==> src/rtl/fmp_pkg.sv <==
package fmp_pkg;

    localparam int WORD_W     = 64;
    localparam int HALF_W     = WORD_W / 2;
    localparam int INDEX_BITS = 31;

    typedef logic [WORD_W-1:0] word_t;

    // 2x2 matrix, entry index is {row, col}: [0]=m00 [1]=m01 [2]=m10 [3]=m11
    typedef logic [3:0][WORD_W-1:0] mat_t;

    localparam mat_t MAT_ID = {64'd1, 64'd0, 64'd0, 64'd1};
    localparam mat_t MAT_Q  = {64'd0, 64'd1, 64'd1, 64'd1};

endpackage

==> src/rtl/fmp_matmul.sv <==
module fmp_matmul (
    input  logic          clk,
    input  logic          rst_n,
    input  logic          start,
    input  fmp_pkg::mat_t x,
    input  fmp_pkg::mat_t y,
    output fmp_pkg::mat_t r,
    output logic          done
);

    // partial product phases of one 64x64 -> 64 product
    localparam logic [1:0] PART_LL = 2'd0;  // x.lo * y.lo, full 64 bits
    localparam logic [1:0] PART_LH = 2'd1;  // x.lo * y.hi, shifted up 32
    localparam logic [1:0] PART_HL = 2'd2;  // x.hi * y.lo, shifted up 32

    logic                      busy_reg;
    logic [1:0]                ent_reg;
    logic                      term_reg;
    logic [1:0]                part_reg;

    logic [fmp_pkg::WORD_W-1:0] mul_reg;
    logic                      p_valid_reg;
    logic                      p_shift_reg;
    logic                      p_first_reg;
    logic                      p_last_reg;
    logic [1:0]                p_ent_reg;

    logic [fmp_pkg::WORD_W-1:0] acc_reg;
    fmp_pkg::mat_t             r_reg;
    logic                      done_reg;

    fmp_pkg::word_t            op_a;
    fmp_pkg::word_t            op_b;
    logic [fmp_pkg::HALF_W-1:0] mul_a;
    logic [fmp_pkg::HALF_W-1:0] mul_b;
    fmp_pkg::word_t            mul_next;
    fmp_pkg::word_t            addend;
    fmp_pkg::word_t            sum;

    // entry (i,j) += x[i][k] * y[k][j]
    assign op_a  = x[{ent_reg[1], term_reg}];
    assign op_b  = y[{term_reg, ent_reg[0]}];
    assign mul_a = (part_reg == PART_HL) ? op_a[fmp_pkg::WORD_W-1:fmp_pkg::HALF_W]
                                         : op_a[fmp_pkg::HALF_W-1:0];
    assign mul_b = (part_reg == PART_LH) ? op_b[fmp_pkg::WORD_W-1:fmp_pkg::HALF_W]
                                         : op_b[fmp_pkg::HALF_W-1:0];
    assign mul_next = mul_a * mul_b;

    assign addend = p_shift_reg ? {mul_reg[fmp_pkg::HALF_W-1:0], {fmp_pkg::HALF_W{1'b0}}}
                                : mul_reg;
    assign sum    = (p_first_reg ? '0 : acc_reg) + addend;

    always_ff @(posedge clk or negedge rst_n)
    begin
        if (!rst_n)
        begin
            busy_reg    <= 1'b0;
            ent_reg     <= '0;
            term_reg    <= 1'b0;
            part_reg    <= PART_LL;
            p_valid_reg <= 1'b0;
            done_reg    <= 1'b0;
        end
        else
        begin
            p_valid_reg <= busy_reg;
            done_reg    <= p_valid_reg && p_last_reg && (p_ent_reg == 2'd3);
            if (start)
            begin
                busy_reg <= 1'b1;
                ent_reg  <= '0;
                term_reg <= 1'b0;
                part_reg <= PART_LL;
            end
            else if (busy_reg)
            begin
                if (part_reg == PART_HL)
                begin
                    part_reg <= PART_LL;
                    if (term_reg)
                    begin
                        term_reg <= 1'b0;
                        if (ent_reg == 2'd3)
                        begin
                            busy_reg <= 1'b0;
                        end
                        else
                        begin
                            ent_reg <= ent_reg + 2'd1;
                        end
                    end
                    else
                    begin
                        term_reg <= 1'b1;
                    end
                end
                else
                begin
                    part_reg <= part_reg + 2'd1;
                end
            end
        end
    end

    always_ff @(posedge clk)
    begin
        mul_reg     <= mul_next;
        p_shift_reg <= (part_reg != PART_LL);
        p_first_reg <= !term_reg && (part_reg == PART_LL);
        p_last_reg  <= term_reg && (part_reg == PART_HL);
        p_ent_reg   <= ent_reg;
        if (p_valid_reg)
        begin
            acc_reg <= sum;
            if (p_last_reg)
            begin
                r_reg[p_ent_reg] <= sum;
            end
        end
    end

    assign r    = r_reg;
    assign done = done_reg;

endmodule

==> src/rtl/fibonacci_matrix_power.sv <==
// Timing: for an index below 3 the result is valid in the cycle after accept. Otherwise
//   each 2x2 matrix product runs 24 partial products through one shared 32x32
//   multiplier; one product squares the power for every exponent bit below the
//   highest set bit, and one more per set bit multiplies it into the result.
// Throughput: one transaction at a time; in_stall stays high until the result leaves.
// Reset: rst_n asynchronous, active low; clears the sequencer and output valid.
module fibonacci_matrix_power (
    input  logic                           clk,
    input  logic                           rst_n,
    input  logic                           in_valid,
    output logic                           in_stall,
    input  logic [fmp_pkg::INDEX_BITS-1:0] n_index,
    output logic                           out_valid,
    input  logic                           out_stall,
    output logic [fmp_pkg::WORD_W-1:0]     fib_value
);

    // sequencer states
    localparam logic [2:0] ST_IDLE     = 3'd0;  // waiting for an index
    localparam logic [2:0] ST_BIT      = 3'd1;  // test low exponent bit
    localparam logic [2:0] ST_WAIT_ACC = 3'd2;  // acc = acc * pw in progress
    localparam logic [2:0] ST_NEXT     = 3'd3;  // more bits left? square or finish
    localparam logic [2:0] ST_WAIT_SQ  = 3'd4;  // pw = pw * pw in progress
    localparam logic [2:0] ST_OUT      = 3'd5;  // result held for the sink

    logic [2:0]                     state_reg;
    logic [2:0]                     state_next;
    logic [fmp_pkg::INDEX_BITS-1:0] exp_reg;
    logic [fmp_pkg::INDEX_BITS-1:0] exp_next;
    fmp_pkg::mat_t                  acc_reg;
    fmp_pkg::mat_t                  acc_next;
    fmp_pkg::mat_t                  pw_reg;
    fmp_pkg::mat_t                  pw_next;
    fmp_pkg::word_t                 fib_reg;
    fmp_pkg::word_t                 fib_next;

    logic                           in_accept;
    logic                           small_index;
    logic                           more_bits;
    logic                           mm_start;
    logic                           mm_done;
    fmp_pkg::mat_t                  mm_x;
    fmp_pkg::mat_t                  mm_r;

    assign in_accept   = in_valid && !in_stall;
    assign small_index = (n_index < fmp_pkg::INDEX_BITS'(3));
    // bits above the current one still pending
    assign more_bits   = (exp_reg[fmp_pkg::INDEX_BITS-1:1] != '0);

    // the shared multiplier sees acc*pw or pw*pw; operands hold while it runs
    assign mm_x = (state_reg == ST_WAIT_SQ) ? pw_reg : acc_reg;

    fmp_matmul u_matmul (
        .clk   (clk),
        .rst_n (rst_n),
        .start (mm_start),
        .x     (mm_x),
        .y     (pw_reg),
        .r     (mm_r),
        .done  (mm_done)
    );

    always_comb
    begin
        state_next = state_reg;
        exp_next   = exp_reg;
        acc_next   = acc_reg;
        pw_next    = pw_reg;
        fib_next   = fib_reg;
        mm_start   = 1'b0;
        case (state_reg)
            ST_IDLE:
            begin
                if (in_accept)
                begin
                    acc_next = fmp_pkg::MAT_ID;
                    pw_next  = fmp_pkg::MAT_Q;
                    exp_next = n_index - fmp_pkg::INDEX_BITS'(2);
                    if (small_index)
                    begin
                        // identity power, top row sums to one
                        fib_next   = fmp_pkg::word_t'(1);
                        state_next = ST_OUT;
                    end
                    else
                    begin
                        state_next = ST_BIT;
                    end
                end
            end
            ST_BIT:
            begin
                if (exp_reg[0])
                begin
                    mm_start   = 1'b1;
                    state_next = ST_WAIT_ACC;
                end
                else
                begin
                    state_next = ST_NEXT;
                end
            end
            ST_WAIT_ACC:
            begin
                if (mm_done)
                begin
                    acc_next   = mm_r;
                    state_next = ST_NEXT;
                end
            end
            ST_NEXT:
            begin
                if (more_bits)
                begin
                    mm_start   = 1'b1;
                    state_next = ST_WAIT_SQ;
                end
                else
                begin
                    // later squarings no longer reach acc
                    fib_next   = acc_reg[0] + acc_reg[1];
                    state_next = ST_OUT;
                end
            end
            ST_WAIT_SQ:
            begin
                if (mm_done)
                begin
                    pw_next    = mm_r;
                    exp_next   = exp_reg >> 1;
                    state_next = ST_BIT;
                end
            end
            ST_OUT:
            begin
                if (!out_stall)
                begin
                    state_next = ST_IDLE;
                end
            end
            default:
            begin
                state_next = ST_IDLE;
            end
        endcase
    end

    always_ff @(posedge clk or negedge rst_n)
    begin
        if (!rst_n)
        begin
            state_reg <= ST_IDLE;
        end
        else
        begin
            state_reg <= state_next;
        end
    end

    always_ff @(posedge clk)
    begin
        exp_reg <= exp_next;
        acc_reg <= acc_next;
        pw_reg  <= pw_next;
        fib_reg <= fib_next;
    end

    assign in_stall  = (state_reg != ST_IDLE);
    assign out_valid = (state_reg == ST_OUT);
    assign fib_value = fib_reg;

    // an open input slot never coexists with a pending result
    a_idle_no_result: assert property (@(posedge clk) disable iff (!rst_n)
        !in_stall |-> !out_valid)
        else $error("input ready while result pending");

    // product completion only while the sequencer waits for it
    a_done_in_wait: assert property (@(posedge clk) disable iff (!rst_n)
        mm_done |-> (state_reg == ST_WAIT_ACC || state_reg == ST_WAIT_SQ))
        else $error("unexpected matrix product completion");

    // small indices answer one on the next cycle
    a_small_index: assert property (@(posedge clk) disable iff (!rst_n)
        (in_accept && small_index) |=> (out_valid && fib_value == 64'd1))
        else $error("small index result wrong");

    // a product is never started while one is still running
    a_no_overlap: assert property (@(posedge clk) disable iff (!rst_n)
        mm_start |-> (state_reg == ST_BIT || state_reg == ST_NEXT))
        else $error("matrix product started out of sequence");

endmodule
==> config.mk <==
export PLATFORM = sky130hd
export DESIGN_NAME = fibonacci_matrix_power
export DESIGN_NICKNAME = d
export VERILOG_FILES = /design/src/rtl/fmp_pkg.sv /design/src/rtl/fmp_matmul.sv /design/src/rtl/fibonacci_matrix_power.sv
export SDC_FILE = /design/constraint.sdc
export NUM_CORES = 2
export LEC_CHECK = 0
export BUFFER_PORTS_ARGS = -buffer_cell sky130_fd_sc_hd__buf_2
export CORE_AREA = 5 5 579 581
export DETAILED_ROUTE_END_ITERATION = 8
export DIE_AREA = 0 0 584 586
export PLACE_DENSITY = 0.48
export SKIP_LAST_GASP = 1
export SYNTH_ARGS = -nofsm -noshare
export SYNTH_HDL_FRONTEND = slang
export SYNTH_SLANG_ARGS = --single-unit
==> constraint.sdc <==
create_clock -name clk -period 11.7 [get_ports clk]
set_input_delay 1.755 -clock clk [delete_from_list [all_inputs] [get_ports clk]]
set_output_delay 1.755 -clock clk [all_outputs]
set_load 0.005 [all_outputs]
==> impl_metrics.py <==
metrics = {
    "outcome": {
        "outcome": "finished, final reports clean",
    },
    "cells_and_area": {
        "layout-area-overhead-vs-synth_pct": 11.67,
        "finish.net_count": 8635,
        "drive_gt1_share_pct": 11.02,
        "final_design_area_no_fill_um2": 91650,
    },
    "sta": {
        "final-hold-violation-count": 0,
        "worst_slack_ns": 0.9909,
        "tightestPinTransition_ns": 1.342,
        "totalNegativeSetupSlack_ns": 0,
        "finalCritPeriodShare_pct": 91.53,
        "final.setup_skew_ns": 0.08863,
        "number_of_slew_limit_violations_in_the_final_report": 0,
        "setup_repair_after_global_routing_missed_its_margin": "no",
        "clock.fmax_mhz": 93.38,
        "slew_headroom_pct": 10.53,
        "post-route-min-period_ns": 10.71,
        "setup_viols_final": 0,
        "hold-worst-slack_ns": 0.4324,
    },
    "clock_network": {
        "later_pin_clock_latency_in_the_skew_report_ns": 0.78,
        "h-tree-depth": 3,
        "post_cts_buffers": 0,
        "clkSinkCount": 1007,
        "tritoncts.num_buffers": 112,
        "post_cts_resize_count": 0,
        "cell_at_the_root_of_the_clock_tree": "sky130_fd_sc_hd__clkbuf_16",
        "clk_pin_slew_worst_paths_ns": 0.07,
        "cts_buffer_depth": 3,
        "ctsHoldBuffers": 0,
        "tritoncts": "built",
    },
    "grt": {
        "antenna_found_initial": 36,
        "first_pass_grt_wire_length_um": 404600,
        "groute.usage.overall_pct": 15.97,
        "grt_overflow_total": 0,
        "grt_start_max_net_pins": 93,
        "number_of_global_route_vias_before_repair": 57840,
    },
    "placement": {
        "finalWeightedCongestion": 0.8982,
        "detailed_place_hpwl_um": 212700,
        "portBuffers": 100,
        "post_place_worst_slack_ns": 1.007,
        "area_of_placed_instances_um2": 87910,
    },
    "detailed_routing": {
        "routed_wire_length_per_instance_um": 23.36,
        "drtAntennaViolNets": 0,
        "detail_route.first_pass.iterations": 6,
        "drc_errors": 0,
        "drt_wl_total_um": 275100,
        "detail_route.vias_per_cell": 4.654,
        "initialDrtViolationCount": 4411,
        "vias": 54800,
    },
    "hold_path": {
        "hold_path_class": "flop to flop",
    },
    "logic_synthesis": {
        "syn_area_per_cell_um2": 11.17,
        "synthArstFlopShare_pct": 1.092,
        "netlist_top_cells_area": "sky130_fd_sc_hd__edfxtp_1 34%, sky130_fd_sc_hd__fa_1 22%, sky130_fd_sc_hd__ha_1 6.0%, sky130_fd_sc_hd__mux4_2 4.8%, sky130_fd_sc_hd__inv_1 4.4%",
        "synth_ff_type": "sky130_fd_sc_hd__edfxtp_1",
        "yosysWarningCount": 0,
        "synth_enable_flop_cells": 927,
        "synth.most_common_cell": "sky130_fd_sc_hd__inv_1",
        "ys_seq_elements": 1007,
        "synthesis.nets": 8674,
        "synth_seq_area_share_pct": 35.94,
        "syn-cell-area_um2": 82070,
        "post_synth_inst_count": 7349,
        "synth.cells.most_frequent": "953 x sky130_fd_sc_hd__inv_1, 927 x sky130_fd_sc_hd__edfxtp_1, 898 x sky130_fd_sc_hd__fa_1, 758 x sky130_fd_sc_hd__nor2_1, 541 x sky130_fd_sc_hd__and2_1",
        "synth.largest_area_cell": "sky130_fd_sc_hd__edfxtp_1",
        "portion_of_synthesized_cell_area_occupied_by_the_leading_cell_type_pct": 33.92,
        "yosysUniqueCellTypes": 102,
    },
    "worst_setup_path": {
        "critical_path_arrival_ns": 11.33,
        "path_class": "flop to flop",
        "cp_slowest_stage_delay_ns": 0.75,
        "endpoint_kind": "flop",
        "critical_path.max_fanout": 39,
        "crit_path_top_delay_cell": "sky130_fd_sc_hd__o31ai_2",
        "critical_path.most_common_cell": "sky130_fd_sc_hd__fa_1",
        "cp-start-kind": "flop",
        "required_ns": 12.32,
    },
    "floorplanning": {
        "initial_core_util_pct": 24.93,
        "io-pin-count": 101,
        "num_rows": 211,
        "die_area_um2": 342200,
        "fp.coreArea_um2": 329200,
        "die-height_um": 586,
        "die_w_um": 584,
    },
    "flow_run": {
        "drv.max_cap_violation_count": 0,
    },
}
[worst max-delay path, delay by kind of cell, from the launching register on]
| family | cells | cell delay, ns |
|---|---|---|
| buffers and inverters | 6 | 1.35 |
| flip-flops | 1 | 0.51 |
| adder cells (fa/ha/maj) | 9 | 4.49 |
| multiplexers | 1 | 0.52 |
| AO/OA/AOI/OAI | 8 | 1.96 |
| AND/OR/NAND/NOR | 8 | 1.64 |
[final timing paths]
path / start / endpoint / slack (ns) / cells past startpoint
setup / recovery: state_reg[1] / u_matmul.mul_reg[61] / 0.99 / 32
hold / removal: u_matmul.busy_reg / u_matmul.p_valid_reg / 0.43 / 0
setup reg to reg: state_reg[1] / u_matmul.mul_reg[61] / 0.99 / 32
hold reg to reg: u_matmul.busy_reg / u_matmul.p_valid_reg / 0.43 / 0
max in group asynchronous: rst_n / u_matmul.ent_reg[0] / 10.60 / 1
min in group asynchronous: rst_n / state_reg[2] / 0.84 / 1
[stage by stage]
step | cells | utilization (%)
2_1_floorplan | 7349 | -
3_3_place_gp | 11560 | 26.70
3_5_place_dp | 11560 | 26.70
4_1_cts | 11770 | 27.84
5_1_grt | 11770 | 27.84
6_report | 11780 | 27.84
[per-layer routing]
layer  global-route usage (%)  wire length (µm)  vias to the layer above
li1                         -                 -                    24130
met1                    21.57            119900                    28700
met2                    26.98            132100                     1658
met3                    2.045             14780                      305
met4                    4.384              8306                        2
met5                        0                20                        -
[cells by family after synthesis]
logic type,after synthesis,synth area share [%]
simple gates,2488,15.12
buf+inv,1362,6.674
fa+ha+maj,1290,27.88
flops,1007,35.94
compound gates,729,5.809
mux,275,6.469
xor+xnor,198,2.113
[placed cells by master, fill, tap and decap left out, drive strengths merged, types with 17 or more instances in the layout]
master,netlist,final
inv,953,957
edfxtp,927,927
fa,898,898
nor2,760,760
and2,541,541
nand2,496,496
ha,392,392
nand2b,257,257
buf,119,256
a21oi,217,217
mux4,194,194
o21ai,177,177
clkbuf,290,139
nor2b,132,132
xnor2,131,131
a21o,109,109
nand3,71,71
nand4,70,70
dfxtp,69,69
xor2,67,67
clkinv,0,51
mux2,49,49
nor3,49,49
o21a,47,47
o21bai,38,38
or2,35,35
mux2i,32,32
nor4,22,22
a31oi,19,19
o31ai,17,17
[final cells by class]
type | count | area [µm²]
fill | 33970 | 237600
multi-input combinational | 4980 | 47510
clock buffer | 139 | 2964
timing repair buffer | 256 | 1847
tap | 4366 | 5463
clock inverter | 72 | 772.0
inverter | 953 | 3577
antenna | 2 | 5.005
sequential | 1007 | 29510
Power is left out: the tool's default activity adds up to more than one toggle a clock period on the data nets, which glitch-free logic cannot reach.
